File: config.mk
export PLATFORM = sky130hd
export DESIGN_NAME = hmrr_cordic_cell
export DESIGN_NICKNAME = d
export VERILOG_FILES = /design/src/hmrr_pkg.sv /design/src/hmrr_cordic_cell.sv
export SDC_FILE = /design/constraint.sdc
export NUM_CORES = 1
export LEC_CHECK = 0
export BUFFER_PORTS_ARGS = -buffer_cell sky130_fd_sc_hd__buf_4
export CAP_MARGIN = 15
export CELL_PAD_IN_SITES_DETAIL_PLACEMENT = 1
export CELL_PAD_IN_SITES_GLOBAL_PLACEMENT = 1
export CORE_MARGIN = 1
export CORE_UTILIZATION = 45
export DETAILED_ROUTE_END_ITERATION = 10
export PLACE_DENSITY = 0.95
export SYNTH_ARGS = -nofsm -noshare
export SYNTH_HDL_FRONTEND = slang
export SYNTH_SLANG_ARGS = --single-unit
export TNS_END_PERCENT = 30
File: constraint.sdc
create_clock -name clk -period 4.6 [get_ports clk]
set_input_delay 0.46 -clock clk [delete_from_list [all_inputs] [get_ports clk]]
set_output_delay 0.46 -clock clk [all_outputs]
set_load 0.02 [all_outputs]
File: src/hmrr_pkg.sv
// Package for the hyperbolic Mobius random-rotate block: widths, register
// indexes, the CORDIC arctangent table and the structs passed between cells.
// No dependencies.
package hmrr_pkg;

	// Coordinate format and saturation range (signed Q8.24).
	localparam int COORD_WIDTH = 32;
	localparam int FRAC_BITS = 24;
	localparam int SHIFT_W = 31;
	localparam int STEP_W = 15;
	localparam int RAND_W = 16;

	// Intermediate widths of the Mobius and rotation datapath.
	localparam int CD_W = 40;
	localparam int DEN_W = 80;
	localparam int U_W = 74;
	localparam int TRIG_W = 32;
	localparam int Z_W = 34;
	localparam int ROT_W = 77;
	localparam int NUM_W = 108;
	localparam int Q_W = 62;

	// Multiplier slice width.
	localparam int CHUNK_W = 32;

	// CORDIC set-up.
	localparam int CORDIC_STEPS = 30;
	localparam int TRIG_FRAC = 30;
	localparam logic signed [TRIG_W-1:0] CORDIC_X0 = 32'sd652032874;
	localparam logic [29:0] ATAN_TURN [0:CORDIC_STEPS-1] = '{
		30'h20000000, 30'h12E4051E, 30'h09FB385B, 30'h051111D4, 30'h028B0D43,
		30'h0145D7E1, 30'h00A2F61E, 30'h00517C55, 30'h0028BE53, 30'h00145F2F,
		30'h000A2F98, 30'h000517CC, 30'h00028BE6, 30'h000145F3, 30'h0000A2F9,
		30'h0000517C, 30'h000028BE, 30'h0000145F, 30'h00000A2F, 30'h00000517,
		30'h0000028B, 30'h00000145, 30'h000000A2, 30'h00000051, 30'h00000028,
		30'h00000014, 30'h0000000A, 30'h00000005, 30'h00000002, 30'h00000001
	};

	// Configuration register indexes.
	localparam int CFG_IDX_W = 2;
	localparam int CFG_DATA_W = 32;
	localparam logic [CFG_IDX_W-1:0] REG_TILE_SHIFT = 2'd0;
	localparam logic [CFG_IDX_W-1:0] REG_ANGLE_STEP = 2'd1;
	localparam logic [CFG_IDX_W-1:0] REG_WEIGHT = 2'd2;

	// One CORDIC cell's working set.
	typedef struct packed {
		logic signed [Z_W-1:0] z;
		logic signed [TRIG_W-1:0] x;
		logic signed [TRIG_W-1:0] y;
		logic flip;
	} cordic_t;

	// One divider cell's working set; both axes share the denominator.
	typedef struct packed {
		logic [NUM_W-1:0] rem_x;
		logic [NUM_W-1:0] rem_y;
		logic [Q_W-1:0] q_x;
		logic [Q_W-1:0] q_y;
		logic [DEN_W-1:0] den;
		logic neg_x;
		logic neg_y;
		logic huge_x;
		logic huge_y;
		logic den_zero;
	} quot_t;

endpackage

File: src/hmrr_cordic_cell.sv
// One micro-rotation of the sine/cosine CORDIC chain, with its output register.
// Depends on hmrr_pkg for cordic_t and the arctangent table.
module hmrr_cordic_cell #(
	parameter int IDX = 0
) (
	input  logic clk,
	input  logic ce,
	input  hmrr_pkg::cordic_t din,
	output hmrr_pkg::cordic_t dout
);
	import hmrr_pkg::*;

	localparam logic signed [Z_W-1:0] ANG = Z_W'(ATAN_TURN[IDX]);

	logic signed [TRIG_W-1:0] dx;
	logic signed [TRIG_W-1:0] dy;
	cordic_t nxt;
	cordic_t cell_q;

	// Rotate toward zero residual angle.
	always_comb begin
		dx = din.y >>> IDX;
		dy = din.x >>> IDX;
		nxt.flip = din.flip;
		if (!din.z[Z_W-1]) begin
			nxt.x = din.x - dx;
			nxt.y = din.y + dy;
			nxt.z = din.z - ANG;
		end else begin
			nxt.x = din.x + dx;
			nxt.y = din.y - dy;
			nxt.z = din.z + ANG;
		end
	end

	always_ff @(posedge clk) begin
		if (ce) begin
			cell_q <= nxt;
		end
	end

	assign dout = cell_q;

endmodule

==> results.toml <==
[critical_path]
cp_max_fo = 13
crit_start = "din[12]"
critPathKind = "primary input to flop"
cp.arrival_ns = 3.51
crit_path_end_kind = "flop"
required_ns = 4.70
start_kind = "primary input"

[cells_and_area]
diodes = 0
nets = 1298
drive_gt1_frac = 0.228
area_growth_pct = 22.3
fillers = 2122
final_core_util = 0.569
largest_reg_flops = 98

[yosys]
syn_area_per_cell_um2 = 9.16
synth_top_area_cell = "edfxtp_1"
ys_seq_elements = 98
async_reset_ff_frac = 0
ys.flop_type = "edfxtp_1"
synth.area.top_cells = "edfxtp_1 35%, ha_1 14%, a21oi_1 5.9%, xnor2_1 4.9%, inv_1 3.7%"
synth_edf_count = 98
netlist_instances = 924
syn_nets = 1126
synth_top_area_frac = 0.348
yosysSeqAreaShare = 0.348
ys_warn_count = 0
yosysUniqueCellTypes = 72
syn_area_mm2 = 0.00847

[run_status]
outcome = "finished with violations"
failed_checks = "DRC"

[timing]
fmax_mhz = 294
setup_ws_ns = 1.19
period_needed_ns = 3.41
slew_violations = 0
fin_setup_tns_ns = 0
worstMarginPinSlew_ns = 0.961
whs_ns = 0.282
report.final.hold_viol_count = 0
final-setup-viol-count = 0
post-route-period-util = 0.741
relSlewSlack = 0.360
rsz0062_at_grt = "no"

[drt]
drc = 25
wl_per_cell_um = 20.6
wirelength_mm = 27.4
postRouteAntennaNets = 0
initialDrtViolationCount = 673
drt_pass1_iterations = 10
via_per_inst = 5.87
num_vias = 7801

[pwr]
peakVddDrop_uv = 189
power_leakage_nw = 4.63
power_density_mw_per_mm2 = 311

[grt]
overflow = 0
gr-usage-all-layers = 0.282
grt_pass1_vias = 8029
grt_pass1_wl_mm = 43.2
grt_max_degree = 84
antenna_found_initial = 0

[clock_network]
clock_path_buffers = 2
numCtsBuffers = 9
cts_setup_buffers = 0
cts-resized-gates = 0
clock_sinks = 98
path_clk_slew_ns = 0.08
htreeDepth = 3
cts_tree = "done"
ctsHoldBuffers = 0
root_buffer = "clkbuf_16"

[hold_path]
hold_end = "dout[87]$_DFFE_PP_"
hold_depth = 1
min-delay-start = "din[87]"
hold_path_class = "primary input to flop"

[floorplanning]
core_area_mm2 = 0.0182
die_area_mm2 = 0.0194
pin_count = 200
start_util = 0.465
die_h_um = 139
row_count = 49
die_w_um = 139

[run]
max-cap-violations = 0

[placement]
port_buffers = 199
routabilityCongestion = 0.930
place_ws_ns = 0.957
dp_hpwl_mm = 21.2
[through the flow]
| step | instances | power (W) | cell area (um2) |
|---|---|---|---|
| floorplan | 924 | 0.00196 | 8470 |
| global placement | 1314 | 0.00241 | 10100 |
| detailed placement | 1314 | 0.00246 | 10100 |
| CTS | 1330 | 0.00323 | 10400 |
| global route | 1330 | 0.00336 | 10400 |
| finish | 1330 | 0.00322 | 10400 |
[area by class of cell]
| class | count | area [um2] | area share |
|---|---|---|---|
| well taps | 229 | 287 | 0.0277 |
| clock inverters | 7 | 61.3 | 0.00592 |
| clock buffers | 9 | 225 | 0.0218 |
| multi-input cells | 692 | 4970 | 0.481 |
| flip-flops and latches | 98 | 2940 | 0.284 |
| repair buffers | 201 | 1510 | 0.146 |
| inverters | 94 | 353 | 0.0341 |
[cell families (layout without fill, tap and decap cells)]
kind of cell | after synthesis | count (layout) | share of synthesized area
multiplexers | 12 | 12 | 0.0142
adder cells (fa/ha/maj) | 101 | 101 | 0.153
AND/OR/NAND/NOR | 228 | 228 | 0.136
AO/OA/AOI/OAI | 289 | 289 | 0.220
flip-flops | 98 | 98 | 0.348
buffers and inverters | 134 | 311 | 0.0650
XOR/XNOR | 62 | 62 | 0.0641
[layout by cell type, fill, tap and decap left out, types with 5 or more instances in the layout]
master and instances:
a21o_1 23, or2_2 5, nor4_1 7, nand3_1 20, o21a_1 13, buf_4 201
inv_2 10, nor2_1 72, clkbuf_16 9, a211oi_1 7, o31ai_1 16, o21bai_1 20
nand2b_1 6, inv_1 83, o21ai_0 42, mux2i_1 12, ha_1 97, o21ai_1 15
xor2_1 15, nor3_1 24, xnor2_1 47, nand2_1 49, nor3b_1 5, nor2b_1 13
a21oi_1 100, o211ai_1 5, a211o_1 5, edfxtp_1 98
[per-layer routing]
metal / up-vias / track usage / wire length, um
li1: 3636 / - / -
met1: 3761 / 0.365 / 11600
met2: 358 / 0.486 / 13300
met3: 46 / 0.0421 / 2010
met4: 0 / 0.0830 / 538
met5: - / 0 / 0
[worst max-delay path: stages]
cell	delay (ns)
buf_4	0.09
inv_1	0.04
ha_1	0.63
nor3b_1	0.12
o31ai_1	0.38
a311oi_1	0.18
o31ai_1	0.59
a31oi_2	0.21
nor2_1	0.29
o31a_1	0.25
o21ai_1	0.10
xnor2_1	0.18
[how the worst max path moves through the flow]
stage                                    end  slack (ns)  cells after the start
final                     dout[63]$_DFFE_PP_        1.19                     12
after floorplan           dout[31]$_DFFE_PP_        1.77                     12
after CTS                 dout[63]$_DFFE_PP_        1.32                     12
after global routing      dout[63]$_DFFE_PP_        1.13                     12
after detailed placement  dout[63]$_DFFE_PP_        0.96                     12
after global placement    dout[63]$_DFFE_PP_        1.08                     12
[cell usage after synthesis, types with 6 or more instances]
cell type / number
a21oi_1: 100
edfxtp_1: 98
ha_1: 97
inv_1: 83
nor2_1: 72
nand2_1: 49
xnor2_1: 47
o21ai_0: 42
nor3_1: 24
a21o_1: 23
nand3_1: 20
o21bai_1: 20
o31ai_1: 16
clkbuf_1: 15
o21ai_1: 15
xor2_1: 15
nor2b_1: 13
o21a_1: 13
mux2i_1: 12
buf_2: 11
inv_2: 10
buf_1: 8
a211oi_1: 7
nor4_1: 7
nand2b_1: 6
[power breakdown]
| group | switching, W | total, W | internal [W] |
|---|---|---|---|
| clock | 0.000391 | 0.000769 | 0.000378 |
| combinational | 0.000765 | 0.00126 | 0.000494 |
| sequential | 0.0000462 | 0.00120 | 0.00115 |
Power figures use the tool's default switching activity.
