**src/hmrr_pkg.sv**
```systemverilog
// Package for the hyperbolic Mobius random-rotate block: widths, register
// indexes, the CORDIC arctangent table and the structs passed between cells.
// No dependencies.
package hmrr_pkg;

	// Coordinate format and saturation range (signed Q8.24).
	localparam int COORD_WIDTH = 32;
	localparam int FRAC_BITS = 24;
	localparam int SHIFT_W = 31;
	localparam int STEP_W = 15;
	localparam int RAND_W = 16;

	// Intermediate widths of the Mobius and rotation datapath.
	localparam int CD_W = 40;
	localparam int DEN_W = 80;
	localparam int U_W = 74;
	localparam int TRIG_W = 32;
	localparam int Z_W = 34;
	localparam int ROT_W = 77;
	localparam int NUM_W = 108;
	localparam int Q_W = 62;

	// Multiplier slice width.
	localparam int CHUNK_W = 32;

	// CORDIC set-up.
	localparam int CORDIC_STEPS = 30;
	localparam int TRIG_FRAC = 30;
	localparam logic signed [TRIG_W-1:0] CORDIC_X0 = 32'sd652032874;
	localparam logic [29:0] ATAN_TURN [0:CORDIC_STEPS-1] = '{
		30'h20000000, 30'h12E4051E, 30'h09FB385B, 30'h051111D4, 30'h028B0D43,
		30'h0145D7E1, 30'h00A2F61E, 30'h00517C55, 30'h0028BE53, 30'h00145F2F,
		30'h000A2F98, 30'h000517CC, 30'h00028BE6, 30'h000145F3, 30'h0000A2F9,
		30'h0000517C, 30'h000028BE, 30'h0000145F, 30'h00000A2F, 30'h00000517,
		30'h0000028B, 30'h00000145, 30'h000000A2, 30'h00000051, 30'h00000028,
		30'h00000014, 30'h0000000A, 30'h00000005, 30'h00000002, 30'h00000001
	};

	// Configuration register indexes.
	localparam int CFG_IDX_W = 2;
	localparam int CFG_DATA_W = 32;
	localparam logic [CFG_IDX_W-1:0] REG_TILE_SHIFT = 2'd0;
	localparam logic [CFG_IDX_W-1:0] REG_ANGLE_STEP = 2'd1;
	localparam logic [CFG_IDX_W-1:0] REG_WEIGHT = 2'd2;

	// One CORDIC cell's working set.
	typedef struct packed {
		logic signed [Z_W-1:0] z;
		logic signed [TRIG_W-1:0] x;
		logic signed [TRIG_W-1:0] y;
		logic flip;
	} cordic_t;

	// One divider cell's working set; both axes share the denominator.
	typedef struct packed {
		logic [NUM_W-1:0] rem_x;
		logic [NUM_W-1:0] rem_y;
		logic [Q_W-1:0] q_x;
		logic [Q_W-1:0] q_y;
		logic [DEN_W-1:0] den;
		logic neg_x;
		logic neg_y;
		logic huge_x;
		logic huge_y;
		logic den_zero;
	} quot_t;

endpackage

```
**src/hmrr_mul.sv**
```systemverilog
// Two-stage signed multiplier built from registered 33x33 slice products.
// Depends on hmrr_pkg for the slice width.
module hmrr_mul #(
	parameter int WA = 32,
	parameter int WB = 32
) (
	input  logic clk,
	input  logic ce,
	input  logic signed [WA-1:0] a,
	input  logic signed [WB-1:0] b,
	output logic signed [WA+WB-1:0] p
);
	import hmrr_pkg::*;

	localparam int NA = (WA + CHUNK_W - 1) / CHUNK_W;
	localparam int NB = (WB + CHUNK_W - 1) / CHUNK_W;
	localparam int PW = WA + WB;
	localparam int SW = (NA + NB) * CHUNK_W + 2;
	localparam int PPW = 2 * CHUNK_W + 2;

	logic signed [NA*CHUNK_W-1:0] ax;
	logic signed [NB*CHUNK_W-1:0] bx;
	logic signed [PPW-1:0] pp_s1 [NA*NB];
	logic signed [SW-1:0] total;
	logic signed [PW-1:0] prod_s2;

	assign ax = (NA*CHUNK_W)'(a);
	assign bx = (NB*CHUNK_W)'(b);

	// Slice products: the top slice of each operand is signed, the others unsigned.
	for (genvar i = 0; i < NA; i++) begin : g_a
		for (genvar j = 0; j < NB; j++) begin : g_b
			logic signed [CHUNK_W:0] ca;
			logic signed [CHUNK_W:0] cb;
			assign ca = (i == NA-1) ? {ax[NA*CHUNK_W-1], ax[i*CHUNK_W +: CHUNK_W]}
				: {1'b0, ax[i*CHUNK_W +: CHUNK_W]};
			assign cb = (j == NB-1) ? {bx[NB*CHUNK_W-1], bx[j*CHUNK_W +: CHUNK_W]}
				: {1'b0, bx[j*CHUNK_W +: CHUNK_W]};
			always_ff @(posedge clk) begin
				if (ce) begin
					pp_s1[i*NB+j] <= ca * cb;
				end
			end
		end
	end

	// Weighted sum of the slice products.
	always_comb begin
		total = '0;
		for (int i = 0; i < NA; i++) begin
			for (int j = 0; j < NB; j++) begin
				total = total + (SW'(pp_s1[i*NB+j]) <<< (CHUNK_W * (i + j)));
			end
		end
	end

	always_ff @(posedge clk) begin
		if (ce) begin
			prod_s2 <= total[PW-1:0];
		end
	end

	assign p = prod_s2;

endmodule

```
**config.mk**
```make
export PLATFORM = sky130hd
export DESIGN_NAME = hmrr_mul
export DESIGN_NICKNAME = d
export VERILOG_FILES = /design/src/hmrr_pkg.sv /design/src/hmrr_mul.sv
export SDC_FILE = /design/constraint.sdc
export NUM_CORES = 2
export LEC_CHECK = 0
export BUFFER_PORTS_ARGS = -buffer_cell sky130_fd_sc_hd__buf_2
export CORE_ASPECT_RATIO = 0.7
export CORE_MARGIN = 2
export CORE_UTILIZATION = 55
export DETAILED_ROUTE_END_ITERATION = 10
export GPL_TIMING_DRIVEN = 0
export PLACE_DENSITY = 0.72
export REMOVE_ABC_BUFFERS = 1
export SLEW_MARGIN = 15
export SYNTH_ARGS = -nofsm -noshare
export SYNTH_HDL_FRONTEND = slang
export SYNTH_SLANG_ARGS = --single-unit
```
**constraint.sdc**
```tcl
create_clock -name clk -period 13.45 [get_ports clk]
set_clock_uncertainty 0.1 [all_clocks]
set_input_delay 1.345 -clock clk [delete_from_list [all_inputs] [get_ports clk]]
set_output_delay 1.345 -clock clk [all_outputs]
set_load 0.01 [all_outputs]
```
==> flow_metrics.env <==
export IMPL_status="complete, no violations"
export IMPL_post_route_util_pct=58.0
export IMPL_synth_ff_latch_count=128
export IMPL_fin_crit_ns=9.94
export IMPL_drv_cap=0
export IMPL_fillers=6058
export IMPL_ys_top_cells_by_count="fa_1 (1082), inv_1 (947), nand2_1 (521)"
export IMPL_gp_congestion=0.900
export IMPL_die_w_um=326
export IMPL_drc=0
export IMPL_yosysMostFrequentCell="fa_1"
export IMPL_cts_clk_slew_worst_paths_ns=0.06
export IMPL_ys_flop_type="edfxtp_1"
export IMPL_nets=5264
export IMPL_cts_buffers_inserted=17
export IMPL_final_cells=4912
export IMPL_fmax_mhz=101
export IMPL_path_class="input port to flip-flop"
export IMPL_tritoncts="yes"
export IMPL_die_h_um=229
export IMPL_max_slew_margin_pct=31.2
export IMPL_rows=82
export IMPL_core_um2=71700
export IMPL_h_tree_depth=4
export IMPL_ys_types=50
export IMPL_placedCellCount=4879
export IMPL_clk_latency_ns=0.44
export IMPL_yosys_warnings=0
export IMPL_wl_mm=104
export IMPL_cts_num_sinks=128
export IMPL_startpoint_type="input port"
export IMPL_hold_path_class="flip-flop to flip-flop"
export IMPL_synth_compound_area_share_pct=3.22
export IMPL_report_final_slew_viol_count=0
export IMPL_cts_hold_buf=0
export IMPL_overflow=0
export IMPL_tightest_slew_ns=1.03
export IMPL_cts_root_buf="clkbuf_16"
export IMPL_path_delay_family="adder cells"
export IMPL_finalCritPeriodShare_pct=73.9
export IMPL_grtUsageTotal_pct=29.7
export IMPL_crit_buf_inv=8
export IMPL_area_delta_synth_final_pct=4.27
export IMPL_firstDrtPassIters=6
export IMPL_synth_edf_count=128
export IMPL_netlist_top_cell_by_area="fa_1"
export IMPL_synthSimpleGateAreaFrac_pct=14.6
export IMPL_synthMuxAreaShare_pct=0
export IMPL_synth_seq_area_share_pct=9.64
export IMPL_crit_top_cell="fa_1"
export IMPL_routed_via_density=5.43
export IMPL_antenna_left=0
export IMPL_required_ns=13.53
export IMPL_crit_path_max_fanout=32
export IMPL_critPathSlowestCell="fa_1"
export IMPL_synth_async_sr_flop_share_pct=0
export IMPL_place_area_um2=41000
export IMPL_grt_max_degree=75
export IMPL_grt_pass1_vias=29100
export IMPL_io_pins=130
export IMPL_synth_top_area_share_pct=54.3
export IMPL_num_vias=26700
export IMPL_drive_gt1_share_pct=4.34
export IMPL_setup_violations=0
export IMPL_synth_xor_area_share_pct=1.56
export IMPL_synth_cells=3992
export IMPL_synth_top_family_by_area="adder cells"
export IMPL_syn_area_um2=39900
export IMPL_syn_avg_cell_area_um2=9.99
export IMPL_cts_repair_resized=0
export IMPL_drt_iter0_drc=2245
export IMPL_dp_hpwl_mm=80.2
export IMPL_clock_path_buffers=2
export IMPL_synthAdderAreaFrac_pct=60.1
export IMPL_grt_pass1_wl_mm=168
export IMPL_grt_antenna_before_repair=0
export IMPL_arrival_ns=10.02
export IMPL_max_stage_delay_ns=0.86
export IMPL_hold_viol_final=0
export IMPL_end_kind="flip-flop"
export IMPL_rsz0062_at_grt="false"
export IMPL_setup_tns_ns=0
export IMPL_synthTopCellsByArea="fa_1 (54%), edfxtp_1 (9.6%), inv_1 (8.9%), and2_1 (8.1%), ha_1 (5.8%)"
export IMPL_wl_per_cell_um=21.1
export IMPL_final_area_um2=41600
export IMPL_port_buffers=129
export IMPL_dieArea_um2=74700
export IMPL_start_util_pct=55.6
export IMPL_cts_setup_buffers=0
-- placed cells by master (no fill, tap or decap), types with 5 or more instances in the layout --
cell | Yosys | final
a211oi_1 | 5 | 5
a21o_1 | 23 | 23
a21oi_1 | 73 | 73
a31oi_1 | 5 | 5
and2_1 | 519 | 519
buf_2 | 1 | 128
clkbuf_16 | 0 | 17
edfxtp_1 | 128 | 128
fa_1 | 1082 | 1081
ha_1 | 184 | 184
inv_1 | 947 | 946
nand2_1 | 521 | 521
nand2b_1 | 13 | 13
nand3_1 | 13 | 13
nand4_1 | 10 | 10
nor2_1 | 58 | 58
nor3_1 | 10 | 10
o211ai_1 | 5 | 5
o21a_1 | 7 | 7
o21ai_0 | 39 | 39
o21ai_1 | 7 | 7
o21bai_1 | 12 | 12
xnor2_1 | 52 | 52
xor2_1 | 19 | 19
-- final timing paths --
check | startpoint | endpoint | slack, ns | cells past startpoint
max reg2reg | pp_s1[0][29] | p[29] | 12.59 | 0
min reg2reg | pp_s1[0][44] | p[44] | 0.32 | 0
min | pp_s1[0][44] | p[44] | 0.32 | 0
max | b[5] | pp_s1[0][64] | 3.51 | 26
-- cell families after synthesis --
| family | Yosys count |
|---|---|
| adders and majority gates | 1266 |
| and+or+nand+nor | 1166 |
| buffers and inverters | 1156 |
| AOI/OAI and AO/OA | 205 |
| DFF | 128 |
| xor gates and xnor gates | 71 |
-- flip-flops by register name, indices dropped and copies added (netlist names) --
signal,flops
p,63
total,1
pp_s1,64
-- metal layers --
metal  up-vias  wire length, um  global-route usage (%)
li1      11400                -                       -
met1     13800            46400                    45.2
met3        92            14900                    12.7
met2      1351            40600                    39.6
met4         0             1700                    5.98
met5         -                0                       0
-- final cells by class --
class                   instances  area, um^2  share of cell area, %
multi-input cells            2708       31700                   76.2
well taps                     966        1210                   2.91
flip-flops and latches        128        3840                   9.24
clock buffers                  17         425                   1.02
inverters                     947        3550                   8.55
clock inverters                14         166                  0.400
diodes                          2        5.00                 0.0120
repair buffers                130         679                   1.63
-- metrics by stage --
step / hold WS (ns) / worst slack, ns
3_3_place_gp: 0.302 / 3.08
3_5_place_dp: 0.305 / 3.19
6_report: 0.318 / 3.51
2_1_floorplan: 0.300 / 4.90
4_1_cts: 0.316 / 3.60
5_1_grt: 0.321 / 3.08
Power is not shown: default switching activity piles up to over one toggle a cycle in this logic, so the estimate is an artifact.
