==> config.mk <==
export PLATFORM = sky130hd
export DESIGN_NAME = hmrr_div_cell
export DESIGN_NICKNAME = d
export VERILOG_FILES = /design/src/hmrr_pkg.sv /design/src/hmrr_div_cell.sv
export SDC_FILE = /design/constraint.sdc
export NUM_CORES = 1
export LEC_CHECK = 0
export BUFFER_PORTS_ARGS = -buffer_cell sky130_fd_sc_hd__buf_2
export CAP_MARGIN = 10
export CELL_PAD_IN_SITES_DETAIL_PLACEMENT = 0
export CELL_PAD_IN_SITES_GLOBAL_PLACEMENT = 1
export CORE_AREA = 2 2 332 334
export DETAILED_ROUTE_END_ITERATION = 10
export DIE_AREA = 0 0 334 336
export MAX_ROUTING_LAYER = met4
export PLACE_DENSITY_LB_ADDON = 0.1
export SLEW_MARGIN = 20
export SYNTH_ARGS = -nofsm -noshare
export SYNTH_HDL_FRONTEND = slang
export SYNTH_SLANG_ARGS = --single-unit
==> constraint.sdc <==
create_clock -name clk -period 12.6 [get_ports clk]
set_input_delay 2.52 -clock clk [delete_from_list [all_inputs] [get_ports clk]]
set_output_delay 2.52 -clock clk [all_outputs]
set_load 0.005 [all_outputs]
==> src/hmrr_pkg.sv <==
// Package for the hyperbolic Mobius random-rotate block: widths, register
// indexes, the CORDIC arctangent table and the structs passed between cells.
// No dependencies.
package hmrr_pkg;

	// Coordinate format and saturation range (signed Q8.24).
	localparam int COORD_WIDTH = 32;
	localparam int FRAC_BITS = 24;
	localparam int SHIFT_W = 31;
	localparam int STEP_W = 15;
	localparam int RAND_W = 16;

	// Intermediate widths of the Mobius and rotation datapath.
	localparam int CD_W = 40;
	localparam int DEN_W = 80;
	localparam int U_W = 74;
	localparam int TRIG_W = 32;
	localparam int Z_W = 34;
	localparam int ROT_W = 77;
	localparam int NUM_W = 108;
	localparam int Q_W = 62;

	// Multiplier slice width.
	localparam int CHUNK_W = 32;

	// CORDIC set-up.
	localparam int CORDIC_STEPS = 30;
	localparam int TRIG_FRAC = 30;
	localparam logic signed [TRIG_W-1:0] CORDIC_X0 = 32'sd652032874;
	localparam logic [29:0] ATAN_TURN [0:CORDIC_STEPS-1] = '{
		30'h20000000, 30'h12E4051E, 30'h09FB385B, 30'h051111D4, 30'h028B0D43,
		30'h0145D7E1, 30'h00A2F61E, 30'h00517C55, 30'h0028BE53, 30'h00145F2F,
		30'h000A2F98, 30'h000517CC, 30'h00028BE6, 30'h000145F3, 30'h0000A2F9,
		30'h0000517C, 30'h000028BE, 30'h0000145F, 30'h00000A2F, 30'h00000517,
		30'h0000028B, 30'h00000145, 30'h000000A2, 30'h00000051, 30'h00000028,
		30'h00000014, 30'h0000000A, 30'h00000005, 30'h00000002, 30'h00000001
	};

	// Configuration register indexes.
	localparam int CFG_IDX_W = 2;
	localparam int CFG_DATA_W = 32;
	localparam logic [CFG_IDX_W-1:0] REG_TILE_SHIFT = 2'd0;
	localparam logic [CFG_IDX_W-1:0] REG_ANGLE_STEP = 2'd1;
	localparam logic [CFG_IDX_W-1:0] REG_WEIGHT = 2'd2;

	// One CORDIC cell's working set.
	typedef struct packed {
		logic signed [Z_W-1:0] z;
		logic signed [TRIG_W-1:0] x;
		logic signed [TRIG_W-1:0] y;
		logic flip;
	} cordic_t;

	// One divider cell's working set; both axes share the denominator.
	typedef struct packed {
		logic [NUM_W-1:0] rem_x;
		logic [NUM_W-1:0] rem_y;
		logic [Q_W-1:0] q_x;
		logic [Q_W-1:0] q_y;
		logic [DEN_W-1:0] den;
		logic neg_x;
		logic neg_y;
		logic huge_x;
		logic huge_y;
		logic den_zero;
	} quot_t;

endpackage

==> src/hmrr_div_cell.sv <==
// One restoring-division step for both axes: settles one quotient bit.
// Depends on hmrr_pkg for quot_t and the widths.
module hmrr_div_cell #(
	parameter int IDX = 0
) (
	input  logic clk,
	input  logic ce,
	input  hmrr_pkg::quot_t din,
	output hmrr_pkg::quot_t dout
);
	import hmrr_pkg::*;

	logic [NUM_W-1:0] den_w;
	logic [NUM_W-1:0] den_sh;
	logic ge_x;
	logic ge_y;
	quot_t nxt;
	quot_t cell_q;

	// Subtract the shifted denominator where it fits in the remainder.
	always_comb begin
		den_w = NUM_W'(din.den);
		den_sh = den_w << IDX;
		ge_x = (din.rem_x >> IDX) >= den_w;
		ge_y = (din.rem_y >> IDX) >= den_w;
		nxt = din;
		if (ge_x) begin
			nxt.rem_x = din.rem_x - den_sh;
		end
		if (ge_y) begin
			nxt.rem_y = din.rem_y - den_sh;
		end
		nxt.q_x[IDX] = ge_x;
		nxt.q_y[IDX] = ge_y;
	end

	always_ff @(posedge clk) begin
		if (ce) begin
			cell_q <= nxt;
		end
	end

	assign dout = cell_q;

endmodule

==> results of run 1 <==
[final timing paths]
path	to
worst max-delay path	dout[307]$_DFFE_PP_
worst min-delay path	dout[157]$_DFFE_PP_
[per-layer routing]
layer,vias up,track usage
met3,139,0.04821
met2,760,0.3861
met1,11580,0.2696
li1,11660,-
met5,-,-
met4,0,0.04121
[kinds of logic after synthesis]
logic type / Yosys count / share of synthesized area
AO/OA/AOI/OAI: 801 / 0.1797
adder cells (fa/ha/maj): 162 / 0.07683
buffers and inverters: 274 / 0.03931
multiplexers: 9 / 0.003813
XOR/XNOR: 210 / 0.06920
AND/OR/NAND/NOR: 823 / 0.1510
flip-flops: 425 / 0.4802
[worst max-delay path, cell delays in order]
cell and delay, ps:
buf_2 120, inv_1 110, ha_1 270, or2_2 300, o2111ai_1 210, o211ai_1 320, a21oi_1 640, o41ai_2 140
buf_4 180, a41o_2 340, nor2_4 760, clkinv_1 960, o211ai_1 320, a21o_1 340, nor3_1 130, xor2_1 160
[cells in the mapped netlist (17+ instances only)]
library cell / number / share of area
a211oi_1: 17 / 0.0048
a21o_1: 65 / 0.018
a21oi_1: 323 / 0.061
clkbuf_1: 124 / 0.018
edfxtp_1: 425 / 0.48
ha_1: 160 / 0.075
inv_1: 146 / 0.021
nand2_1: 257 / 0.036
nand2b_1: 23 / 0.0054
nand3_1: 32 / 0.0060
nand4_1: 92 / 0.022
nor2_1: 227 / 0.032
nor3_1: 54 / 0.010
nor4_1: 30 / 0.0071
o21a_1: 22 / 0.0062
o21ai_0: 204 / 0.038
o21bai_1: 37 / 0.010
xnor2_1: 104 / 0.034
xor2_1: 106 / 0.035
[through the flow]
step | instances | total power [mW] | cell area (µm²) | setup slack, ps | utilization
4_1_cts | 4962 | 4.572 | 34060 | 5079 | 0.3142
2_1_floorplan | 2704 | 2.366 | 26580 | 6843 | -
5_1_grt | 4983 | 4.713 | 34120 | 4831 | 0.3147
3_3_place_gp | 4860 | 2.947 | 32290 | 4414 | 0.2979
3_5_place_dp | 4860 | 2.937 | 32290 | 4378 | 0.2979
6_report | 4985 | 4.494 | 34120 | 5152 | 0.3148
[final cells by class]
class	count	area, µm²
multi-input cells	2005	12790
flip-flops and latches	425	12760
well taps	1414	1769
fillers	11720	74280
inverters	147	551.8
repair buffers	869	4422
clock inverters	34	322.8
diodes	23	57.56
clock buffers	68	1446
[where the power goes]
group / switching (mW) / leakage (nW) / internal (mW) / total, mW
logic: 0.683 / 9.10 / 0.413 / 1.10
registers: 0.0438 / 4.16 / 1.76 / 1.80
clock network: 0.678 / 0.872 / 0.917 / 1.59
==> out/metrics.cfg, run 1 <==
[drt]
wl_met3_um = 7510
drtPass1Iterations = 5
route.met2.wl_um = 63210
viasPerCell = 4.842
drt_iter0_markers = 1570
post-route-drc-count = 0
routed_wl_um = 127300
postRouteAntennaNets = 0
wl_per_cell_um = 25.54
dr_total_vias = 24140
wl_met1_um = 54150
routed.top_layer = met4

[grt]
grt_pass1_vias = 24080
antenna_found_initial = 44
global_route.usage.total = 0.2236
grt_pass1_wl_um = 176400
grt_max_degree = 148
grt_overflow_total = 0

[logic_synthesis]
syn_area_mm2 = 0.02658
synth_edf_count = 425
synthesis.nets = 3293
ys.flop_type = edfxtp_1
synth.avg_cell_area_um2 = 9.829
ys_types = 75
synth_seq_cells = 425
async_flop_share = 0
yosysSeqAreaShare = 0.4802
syn_inst = 2704
synth_warnings = 0

[setup_path]
end_kind = flip-flop
critPathRequiredTime_ps = 12990
arrival_ps = 7840
critPathMaxFanout = 44
crit_path_start_kind = primary input
startpoint = din[8]
critPathKind = primary input to flip-flop

[floorplan]
die_area_mm2 = 0.1122
core_area_mm2 = 0.1084
die_x_um = 334
die_h_um = 336
row_count = 121
initial_utilization = 0.2452
ioPinCount = 852

[finish]
nets = 4092
largest_reg_flops = 425
syn_to_final_growth_pct = 28.38
layout_commonest_cell = buf_2
final_cell_mix = buf_2, edfxtp_1, a21oi_1
drive_above_1_share = 0.2816

[timing]
tns_ps = 0
rsz0062_at_grt = no
finalHoldViolations = 0
worstMarginPinSlew_ps = 1086
period_minus_slack_ps = 7448
max_slew_margin = 0.2717
period_share = 0.5911
fmax_mhz = 134.3
maxSlewViolCount = 0
hold_ws_ps = 2041
setup_viol_count_final = 0

[power_and_ir_drop]
p_leak_nw = 14.13
ir_worst_vdd_mv = 0.09313
p_per_area_mw_per_mm2 = 131.7

[place]
numPortBuffers = 849
routabilityCongestion = 0.8766
place_hpwl_um = 106300

[clock_tree]
cts.path.max_buffers = 3
cts.repair.resized = 0
post_cts_buffers = 0
cts.sinks = 425
cts-root-buf = clkbuf_16
path_clk_slew_ps = 60
cts_tree = yes
numCtsBuffers = 55
ctsHoldBuffers = 0
cts_max_level = 2

[outcome]
status = complete, no violations

[min_path]
min_path_cells = 1
min-delay-path-class = primary input to flip-flop
min_from = din[157]

[job]
max_cap_violations = 0

Note: power is estimated with default switching activity, not from simulation.
==> inputs of run 2 (changes only) <==
Settings changed: CORE_AREA 2 2 332 334 to 2 2 333 335, DIE_AREA 0 0 334 336 to 0 0 335 337.
Clock period 12.6 ns to 6 ns, I/O delays scaled along.
==> out/metrics.cfg, run 2 (same netlist as run 1, synthesis figures left out) <==
[clock_tree]
post_cts_buffers = 0  ; unchanged
numCtsBuffers = 55  ; unchanged
cts.sinks = 425  ; unchanged
cts.repair.resized = 0  ; unchanged
cts_max_level = 2  ; unchanged
path_clk_slew_ps = 60  ; about the same
cts-root-buf = clkbuf_16
cts.path.max_buffers = 3  ; unchanged
cts_tree = yes
ctsHoldBuffers = 0  ; unchanged

[power_and_ir_drop]
p_leak_nw = 14.39  ; +1.9%
pwr-share-seq = 0.400  ; about the same
clkPwrFrac = 0.352  ; -0.003
combPwrFrac = 0.248  ; +0.004
internal-power_mw = 6.511  ; +110%
p_per_area_mw_per_mm2 = 274.2  ; +110%
netSwitchingFraction = 0.3139  ; +0.001307
p_switching_mw = 2.978  ; +110%
ir_worst_vdd_mv = 0.2206  ; +140%

[grt]
antenna_found_initial = 35  ; -20%
grt_overflow_total = 0  ; unchanged
global_route.usage.total = 0.2247  ; +0.001087
grt_pass1_wl_um = 178000  ; +0.89%
grt_max_degree = 99  ; -33%
grt_pass1_vias = 24250  ; +0.70%

[outcome]
status = complete, no violations

[place]
numPortBuffers = 849  ; unchanged
place_area_mm2 = 0.03278  ; +1.5%
routabilityCongestion = 0.9011  ; +2.8%
place_hpwl_um = 108100  ; +1.6%

[setup_path]
critPathKind = primary input to flip-flop
end_kind = flip-flop
crit_path_start_kind = primary input
arrival_ps = 5480  ; -2360 ps
critPathMaxFanout = 4  ; -91%
critPathRequiredTime_ps = 6400  ; -6590 ps

[finish]
layout_commonest_cell = buf_2
drive_above_1_share = 0.2921  ; +0.01049
final_cell_mix = buf_2, edfxtp_1, a21oi_1
final_area_mm2 = 0.03461  ; +1.4%
syn_to_final_growth_pct = 30.21
num-fill-cells = 11830  ; +0.96%
nets = 4147  ; +1.3%
largest_reg_flops = 425  ; unchanged

[timing]
maxSlewViolCount = 0  ; unchanged
worstMarginPinSlew_ps = 1018  ; -67.74 ps
setup_viol_count_final = 0  ; unchanged
max_slew_margin = 0.3197  ; +0.04792
tns_ps = 0  ; unchanged
fmax_mhz = 196.9
period_minus_slack_ps = 5079
period_share = 0.8465
rsz0062_at_grt = no
finalHoldViolations = 0  ; unchanged

[floorplan]
row_count = 122  ; +0.83%
core_area_mm2 = 0.1096  ; +1.1%
ioPinCount = 852  ; unchanged
die_h_um = 337  ; +0.30%
initial_utilization = 0.2425  ; -0.002687
die_area_mm2 = 0.1129  ; +0.60%
die_x_um = 335  ; +0.30%

[drt]
dr_total_vias = 24300  ; +0.68%
wl_per_cell_um = 25.47  ; -0.26%
viasPerCell = 4.815  ; -0.54%
routed_wl_um = 128500  ; +0.96%
postRouteAntennaNets = 0  ; unchanged
drt_iter0_markers = 1589  ; +1.2%
drtPass1Iterations = 5  ; unchanged
post-route-drc-count = 0  ; unchanged

[job]
max_cap_violations = 0  ; unchanged

[min_path]
min-delay-path-class = primary input to flip-flop
min_path_cells = 1  ; unchanged

run 2: cell types whose count changed in the layout (fill, tap and decap cells not counted):
cell	before	now
clkinv_2	15	8
clkinv_8	1	2
inv_16	0	1
clkinvlp_4	2	6
clkinv_1	7	8
o21ai_1	6	5
clkbuf_16	56	55
o21ai_0	203	204
buf_4	19	69
buf_12	1	6
diode_2	23	18
run 2: final cells by class:
type,instances,area [µm²],share of cell area
repair buffers,924,4897,0.1415
flip-flops and latches,425,12760,0.3688
inverters,147,551.8,0.01594
clock buffers,67,1421,0.04107
clock inverters,34,357.8,0.01034
well taps,1426,1784,0.05155
multi-input cells,2005,12790,0.3695
diodes,18,45.04,0.001302
run 2: metal layers:
metal	GRT usage	share of wire	wire length, µm	vias up
met5	-	0	0	-
met4	0.05448	0.025	3172	0
met3	0.04423	0.059	7612	134
met2	0.3805	0.49	63040	741
met1	0.2746	0.43	54710	11680
li1	-	-	-	11750
run 2: stage by stage:
stage          hold WS, ps    util  total power, mW  setup slack, ps  instances
6_report             716.7  0.3158            9.489            921.1       5046
5_1_grt              674.9  0.3157            9.960            686.5       5044
4_1_cts              664.4  0.3154            9.654            954.0       5028
3_5_place_dp          1378  0.2991            6.229            270.6       4927
3_3_place_gp          1377  0.2991            6.246            264.8       4927
2_1_floorplan         1299       -            4.968             1563       2704
run 2: worst paths after layout:
kind,startpoint,end,slack [ps]
max,din[5],dout[411]$_DFFE_PP_,920
min,din[58],dout[58]$_DFFE_PP_,720
run 2: power by group through the flow:
stage	Clock [mW]	Combinational (mW)	Sequential [mW]
2_1_floorplan	0	1.08	3.89
3_3_place_gp	0	2.38	3.86
3_5_place_dp	0	2.37	3.86
4_1_cts	3.46	2.39	3.81
5_1_grt	3.56	2.57	3.83
6_report	3.34	2.35	3.80
run 2: worst max-delay path, cell delays in order:
cell and delay [ps]:
buf_2 150, ha_1 240, fa_1 400, nand2b_1 180, a211oi_1 350, o41a_1 270, o21ai_0 220, a2111oi_1 650
buf_4 250, a211oi_1 70, buf_4 160, o31a_1 430, buf_4 190, nor4_1 290, nor4b_1 120, buf_4 150
xor2_1 130
==> inputs of run 3 (changes only) <==
Settings changed: CORE_AREA 2 2 333 335 to 2 2 334 336, DIE_AREA 0 0 335 337 to 0 0 336 338.
Clock period 6 ns to 4.9 ns, I/O delays scaled along.
==> out/metrics.cfg, run 3 (same netlist as run 1, synthesis figures left out) <==
[outcome]
status = complete, no violations

[finish]
final_cell_mix = buf_2, edfxtp_1, a21oi_1
multi_input_area_mm2 = 0.01279  ; unchanged
syn_to_final_growth_pct = 36.85
seqCellArea_mm2 = 0.01276  ; unchanged
fin_cells = 5341  ; +5.8%
drive_above_1_share = 0.3332  ; +0.04110
num-fill-cells = 11700  ; -1.1%
layout_commonest_cell = buf_2
nets = 4371  ; +5.4%
largest_reg_flops = 425  ; unchanged

[power_and_ir_drop]
p_per_area_mw_per_mm2 = 324.2  ; +18%
p_leak_nw = 15.47  ; +7.5%
ir_worst_vdd_mv = 0.2636  ; +19%

[drt]
post-route-drc-count = 0  ; unchanged
postRouteAntennaNets = 0  ; unchanged
drtPass1Iterations = 6  ; +1
viasPerCell = 4.691  ; -2.6%
routed_wl_um = 129300  ; +0.62%
drt_iter0_markers = 1512  ; -4.8%
dr_total_vias = 25060  ; +3.1%
wl_per_cell_um = 24.22  ; -4.9%

[setup_path]
critPathMaxFanout = 4  ; unchanged
crit_path_start_kind = primary input
end_kind = flip-flop
critPathRequiredTime_ps = 5290  ; -1110 ps
arrival_ps = 4940  ; -540 ps
critPathKind = primary input to flip-flop

[clock_tree]
ctsHoldBuffers = 0  ; unchanged
numCtsBuffers = 54  ; -1.8%
cts_tree = yes
cts-root-buf = clkbuf_16
path_clk_slew_ps = 60  ; about the same
post_cts_buffers = 0  ; unchanged
cts.path.max_buffers = 3  ; unchanged
cts.repair.resized = 0  ; unchanged
cts_max_level = 2  ; unchanged
cts.sinks = 425  ; unchanged

[min_path]
min-delay-path-class = primary input to flip-flop
min_path_cells = 1  ; unchanged

[timing]
finalHoldViolations = 0  ; unchanged
period_share = 0.9277
rsz0062_at_grt = no
maxSlewViolCount = 0  ; unchanged
period_minus_slack_ps = 4546
fin_ws_ps = 354.4  ; -566.7 ps
worstMarginPinSlew_ps = 1069  ; +51.32 ps
max_slew_margin = 0.2871  ; -0.03260
setup_viol_count_final = 0  ; unchanged
tns_ps = 0  ; unchanged
fmax_mhz = 220.0

[place]
place_hpwl_um = 109500  ; +1.4%
routabilityCongestion = 0.9192  ; +2.0%
numPortBuffers = 849  ; unchanged
dp_cells = 5214  ; +5.8%
pre_cts_ws_ps = -351.6  ; -622.2 ps

[floorplan]
die_x_um = 336  ; +0.30%
die_area_mm2 = 0.1136  ; +0.60%
row_count = 122  ; unchanged
ioPinCount = 852  ; unchanged
initial_utilization = 0.2415  ; -0.001009
core_area_mm2 = 0.1101  ; +0.42%
die_h_um = 338  ; +0.30%

[job]
max_cap_violations = 0  ; unchanged

[grt]
antenna_found_initial = 44  ; +26%
grt_pass1_wl_um = 178500  ; +0.26%
grt_overflow_total = 0  ; unchanged
grt_max_degree = 97  ; -2.0%
global_route.usage.total = 0.2245  ; -0.0002292
grt_pass1_vias = 24960  ; +2.9%

run 3: changes by cell type in the layout (fill, tap and decap cells not counted):
cell / delta
buf_12: +2
buf_4: +223
clkbuf_1: -4
clkbuf_16: -1
clkinv_1: +4
clkinv_2: -1
clkinv_4: +1
clkinv_8: -1
clkinvlp_4: -1
diode_2: +11
inv_16: -1
inv_6: +1
run 3: cell type report:
cell class / count / area share
antenna: 29 / 0.001995
clock buffer: 62 / 0.03798
clock inverter: 36 / 0.009391
inverter: 147 / 0.01517
multi-input combinational: 2005 / 0.3516
sequential: 425 / 0.3509
tap: 1488 / 0.05119
timing repair buffer: 1149 / 0.1818
run 3: power breakdown:
group          leakage [nW]  internal [mW]  switching (mW)
sequential             4.16           4.52           0.127
combinational          10.5           1.30            1.83
clock                 0.828           2.28            1.73
total                  15.5           8.10            3.69
run 3: final timing paths:
check / startpoint / to / slack (ps)
worst min-delay path: din[199] / dout[199]$_DFFE_PP_ / 500
worst max-delay path: din[209] / dout[279]$_DFFE_PP_ / 350
run 3: per-stage QoR:
| stage | total power [mW] | utilization | hold slack (ps) | instance area, µm² |
|---|---|---|---|---|
| 5_1_grt | 12.37 | 0.3304 | 450.0 | 36360 |
| 6_report | 11.79 | 0.3305 | 498.4 | 36370 |
| 2_1_floorplan | 6.083 | - | 1079 | 26580 |
| 3_3_place_gp | 7.893 | 0.3142 | 1156 | 34580 |
| 3_5_place_dp | 7.865 | 0.3142 | 1158 | 34580 |
| 4_1_cts | 11.98 | 0.3298 | 440.7 | 36300 |
run 3: critical path, cell delays in order:
cell and delay (ps):
buf_2 110, inv_1 40, ha_1 200, fa_1 430, nor2b_1 210, o21a_1 200, a221oi_1 230, o21ai_1 210
buf_4 150, a21oi_1 110, o41ai_1 520, o21ai_1 100, buf_4 190, buf_4 140, o21ai_0 610, a21oi_1 210
xor2_1 190, o21ai_0 90
run 3: routing by layer:
layer,track usage,vias up,wire (µm)
met4,0.05887,0,3672
met2,0.3799,767,62770
met1,0.2683,11910,54710
li1,-,12220,-
met3,0.05154,151,8188
met5,-,-,0
